$ cat config.mk
export PLATFORM = sky130hd
export DESIGN_NAME = sht_ctrl
export DESIGN_NICKNAME = d
export VERILOG_FILES = /design/src/sv/send_history_table_assert.svh /design/src/sv/sht_pkg.sv /design/src/sv/sht_ctrl.sv
export SDC_FILE = /design/constraint.sdc
export NUM_CORES = 1
export LEC_CHECK = 0
export BUFFER_PORTS_ARGS = -buffer_cell sky130_fd_sc_hd__buf_2
export CAP_MARGIN = 20
export CORE_MARGIN = 2
export CORE_UTILIZATION = 42
export CTS_CLUSTER_DIAMETER = 50
export DETAILED_ROUTE_END_ITERATION = 12
export PLACE_DENSITY_LB_ADDON = 0.15
export SLEW_MARGIN = 20
export SYNTH_ARGS = -nofsm -noshare
export SYNTH_HDL_FRONTEND = slang
export SYNTH_SLANG_ARGS = --single-unit
$ cat constraint.sdc
create_clock -name clk_i -period 1.7 [get_ports clk_i]
set_input_delay 0.255 -clock clk_i [delete_from_list [all_inputs] [get_ports clk_i]]
set_output_delay 0.255 -clock clk_i [all_outputs]
set_load 0.02 [all_outputs]
$ cat src/sv/send_history_table_assert.svh
// Assertion macros for the send history table.
// Define NO_ASSERTIONS to compile them away; no other dependencies.
`ifndef SEND_HISTORY_TABLE_ASSERT_SVH
`define SEND_HISTORY_TABLE_ASSERT_SVH
`ifndef NO_ASSERTIONS
`define SHT_ASSERT(lbl, prop, msg) \
  lbl: assert property (@(posedge clk_i) disable iff (!rst_ni) prop) else $error(msg);
`define SHT_ASSERT_IMPL(lbl, ante, cons, msg) \
  lbl: assert property (@(posedge clk_i) disable iff (!rst_ni) (ante) |-> (cons)) \
    else $error(msg);
`else
`define SHT_ASSERT(lbl, prop, msg)
`define SHT_ASSERT_IMPL(lbl, ante, cons, msg)
`endif
`endif

$ cat src/sv/sht_pkg.sv
// Shared types and constants of the send history table.
// No dependencies; used by the controller, the datapath and the top level.
package sht_pkg;

  localparam int unsigned DefaultDepth = 1024;
  localparam logic [31:0] LimitReset   = 32'd60000;

  localparam logic OpAdd = 1'b0;
  localparam logic OpGet = 1'b1;

  typedef struct packed {
    logic        vld;
    logic [15:0] seq;
    logic [31:0] cts;
    logic [31:0] sts;
    logic [15:0] bytes;
  } entry_t;

  typedef struct packed {
    logic accept;
    logic clr_wr;
    logic mod_step;
    logic cnt_clr;
    logic cnt_inc;
    logic min_proc;
    logic sub_proc;
    logic evict;
    logic store;
    logic look_rd;
    logic look_done;
  } cmd_t;

  typedef struct packed {
    logic clr_end;
    logic mod_end;
    logic scan_end;
    logic expire;
    logic is_get;
    logic out_valid;
  } status_t;

  typedef enum logic [7:0] {
    S_CLEAR = 8'b00000001,
    S_IDLE  = 8'b00000010,
    S_MOD   = 8'b00000100,
    S_MIN   = 8'b00001000,
    S_EVAL  = 8'b00010000,
    S_SUB   = 8'b00100000,
    S_LOOK  = 8'b01000000,
    S_LOOKD = 8'b10000000
  } state_e;

endpackage

$ cat src/sv/sht_ctrl.sv
// Controller state machine of the send history table.
// Depends on sht_pkg; drives datapath commands from datapath status.
module sht_ctrl import sht_pkg::*; (
  input  logic    clk_i,
  input  logic    rst_ni,
  input  logic    in_valid_i,
  output logic    in_stall_o,
  input  status_t status_i,
  output cmd_t    cmd_o
);

  state_e state_q, state_d;
  logic   ready;

  assign ready      = (state_q == S_IDLE) && !status_i.out_valid;
  assign in_stall_o = !ready;

  always_comb begin
    state_d = state_q;
    cmd_o   = '0;
    case (state_q)
      S_CLEAR: begin
        cmd_o.clr_wr  = 1'b1;
        cmd_o.cnt_inc = 1'b1;
        if (status_i.clr_end) state_d = S_IDLE;
      end
      S_IDLE: begin
        if (in_valid_i && ready) begin
          cmd_o.accept = 1'b1;
          state_d      = S_MOD;
        end
      end
      S_MOD: begin
        cmd_o.mod_step = 1'b1;
        if (status_i.mod_end) begin
          cmd_o.cnt_clr = 1'b1;
          state_d       = status_i.is_get ? S_SUB : S_MIN;
        end
      end
      S_MIN: begin
        cmd_o.min_proc = 1'b1;
        cmd_o.cnt_inc  = 1'b1;
        if (status_i.scan_end) state_d = S_EVAL;
      end
      S_EVAL: begin
        // Evict the oldest entry and search again, or store the new one.
        if (status_i.expire) begin
          cmd_o.evict   = 1'b1;
          cmd_o.cnt_clr = 1'b1;
          state_d       = S_MIN;
        end else begin
          cmd_o.store = 1'b1;
          state_d     = S_IDLE;
        end
      end
      S_SUB: begin
        cmd_o.sub_proc = 1'b1;
        cmd_o.cnt_inc  = 1'b1;
        if (status_i.scan_end) state_d = S_LOOK;
      end
      S_LOOK: begin
        cmd_o.look_rd = 1'b1;
        state_d       = S_LOOKD;
      end
      S_LOOKD: begin
        cmd_o.look_done = 1'b1;
        state_d         = S_IDLE;
      end
      default: state_d = S_IDLE;
    endcase
  end

  always_ff @(posedge clk_i or negedge rst_ni) begin
    if (!rst_ni) begin
      state_q <= S_CLEAR;
    end else begin
      state_q <= state_d;
    end
  end

endmodule

==> impl_metrics.ini <==
[synth]
synthAdderAreaFrac = 0
ys.warnings.count = 0
postSynthCellCount = 73
synth_edf_count = 0
synth_ff_type = dfrtp_1
synth_top_family_by_area = simple AND/OR/NAND/NOR gates
synth-simple-area-share = 0.420
muxShareOfSynthArea = 0
synth-seq-cells = 8
synth_top_area_cell = dfrtp_1
netlist.area_leader.share = 0.294
syn_nets = 82
syn_area_um2 = 596
avgSynthCellArea_um2 = 8.16
ys_seq_area_frac = 0.338
async_reset_ff_frac = 1.00
synth_cell_type_count = 29
synth_xor_area_frac = 0.0294
synth_compound_area_frac = 0.143
synthTopCellsByArea = dfrtp_1, nor2_1, nand3_1, inv_1, nand4_1

[detailed_routing]
drt-initial-drc-count = 28
viasPerCell = 6.26
vias = 902
dr.pass1.iters = 4
drt_wl_total_um = 2940
drc = 0
ant_nets = 0
drt-wirelength-per-cell_um = 20.4

[floorplanning]
fp.dieW_um = 41.7
coreArea_um2 = 1320
initial_core_util = 0.452
die_h_um = 41.7
io_pins = 21
dieArea_um2 = 1740
num_rows = 13

[clock_network]
clkTransAtPathRegs_ns = 0.07
cts_num_sinks = 8
cts_made_buffers = 3
htreeDepth = 1
clockRootBuffer = clkbuf_4
clkLatencyLatePin_ns = 0.26
cts_tree = built
clockBufferDepth = 2

[timing]
relSlewSlack = 0.760
finalCritPeriodShare = 1.20
grt_setup_unrepaired = yes
fin_skew_ns = 0.00555
finalSetupViolations = 19
hold_slack_ns = 0.236
fin_ws_ns = -0.346
tightest_slew_ns = 0.359
slew_violations = 0
fmax_mhz = 489
hold_viol = 0
fin_crit_ns = 2.05

[run_status]
status = finished with violations
failed_checks = negative setup slack

[layout]
nets = 139
register_area_um2 = 201
fillCellCount = 63
largest-register = state_q
antenna_cells = 0
largest_reg_flops = 8
multi_input_area_um2 = 445
syn_to_final_growth_pct = 96.4
drive_gt1_frac = 0.620
top_regs = state_q: 8 flops

[global_route]
grt-ovfl-total = 0
grt_usage = 0.254
grt_max_degree = 9
antenna_found_initial = 0
grt_pass1_vias = 755
grt_pass1_wl_um = 3300

[critical_path]
crit_cells = 9
path_delay_family = buffers and inverters
critPathCaptureType = flip-flop
crit_slowest_cell = dfrtp_1
reg2regPathDepth = 9
worst-path-buf-inv = 5
crit_chain = buf_6 -> nor4_4 -> buf_4 -> buf_4 -> buf_4 -> nand4b_1 -> buf_4 -> and2_4 -> a32oi_2
critical_path_required_ns = 1.88
crit_type = flip-flop to flip-flop
cpMostUsedCell = buf_4
crit_path_start_kind = flip-flop
slowest_delay_ns = 0.41
crit_fanout = 6
arrival_ns = 2.23

[power_and_ir_drop]
peakVddDrop_mv = 0.940
leakage_uw = 0.000593
power_density_nw_per_um2 = 1380

[worst_hold_path]
holdPathStages = 2
hold_path_class = input port to flip-flop

[place]
hpwl_um = 1420
io_buffers = 20
routabilityCongestion = 0.894
pre_cts_ws_ns = -0.222

[run]
maxCapViolCount = 0
-- cells in the mapped netlist (2+ instances only) --
cell type / n
nor3_1: 2
nor2b_1: 5
and3_1: 2
nor2_1: 10
clkbuf_1: 2
a31oi_1: 2
inv_1: 9
nand3_1: 7
dfrtp_1: 7
and4b_2: 2
o21ai_0: 2
nand4_1: 5
o21a_1: 2
-- placed cells by master, fill, tap and decap left out, drive strengths merged --
cell type | netlist | routed
nand3 | 7 | 7
clkbuf | 2 | 4
xnor2 | 1 | 1
o211ai | 1 | 1
nand4b | 1 | 1
and3 | 2 | 2
o21ai | 2 | 2
nor2 | 10 | 10
nor3 | 2 | 2
o2111ai | 1 | 1
dfrtp | 7 | 7
buf | 0 | 53
and4b | 2 | 2
o22ai | 1 | 1
nor2b | 5 | 5
o32ai | 1 | 1
nor4 | 2 | 2
or4b | 1 | 1
nand4 | 5 | 5
inv | 9 | 9
or2 | 1 | 1
dfstp | 1 | 1
dlygate4sd3 | 0 | 1
xor2 | 1 | 1
or4 | 1 | 1
nand2b | 1 | 1
o21a | 2 | 2
a31oi | 2 | 2
and2 | 1 | 1
a32oi | 1 | 1
-- path summary, 6_finish.rpt --
| kind | start | to | slack [ns] |
|---|---|---|---|
| hold reg to reg | state_q[7] | state_q[1] | 0.78 |
| min in group asynchronous | rst_ni | state_q[1] | 0.36 |
| max in group asynchronous | rst_ni | state_q[0] | 1.11 |
| hold / removal | status_i[3] | state_q[5] | 0.24 |
| setup reg to reg | state_q[7] | state_q[2] | -0.35 |
| setup / recovery | state_q[7] | state_q[2] | -0.35 |
-- per-layer routing --
layer  part of all wire  wire (um)  GRT usage  vias to the layer above
li1                   -          -          -                      376
met1               0.38       1110      0.273                      444
met2               0.50       1470      0.469                       66
met3              0.075        221     0.0130                       16
met4              0.046        136      0.174                        0
met5                  0          0          0                        -
-- stage by stage --
stage / power (uW) / TNS, ns / area [um^2] / std cells / util
6_report: 1620 / -5.05 / 1170 / 144 / 0.888
5_1_grt: 1690 / -5.99 / 1170 / 144 / 0.888
4_1_cts: 1400 / -2.85 / 1040 / 137 / 0.787
3_5_place_dp: 1080 / -1.01 / 867 / 127 / 0.658
3_3_place_gp: 1060 / -0.553 / 867 / 127 / 0.658
2_1_floorplan: 690 / -0.890 / 598 / 73 / -
-- where the power goes --
group          switching [uW]  total [uW]  internal (uW)
Clock                    80.9         171           90.6
Combinational             592        1180            585
Sequential               38.7         266            228
Total                     712        1620            903
-- kinds of logic (layout without fill, tap and decap cells) --
group	Yosys count	in the layout
DFF	8	8
buffers and inverters	11	67
and+or+nand+nor	41	41
AOI/OAI and AO/OA	11	11
xor gates and xnor gates	2	2
-- layout make-up --
cell class / count / share of cell area
Clock buffer: 4 / 0.0225
Inverter: 9 / 0.0289
Multi-Input combinational cell: 54 / 0.381
Sequential cell: 8 / 0.172
Tap cell: 15 / 0.0160
Timing Repair Buffer: 54 / 0.380
-- what timing repair did --
| action | CTS | global route |
|---|---|---|
| hold endpoints to repair | 7 | 0 |
| gates resized for setup | 29 | 18 |
| hold buffers | 1 | 0 |
| pin swaps | 7 | 4 |
| setup buffers | 5 | 7 |
| endpoints found under the setup margin | 18 | 19 |
Power figures use the tool's default switching activity.
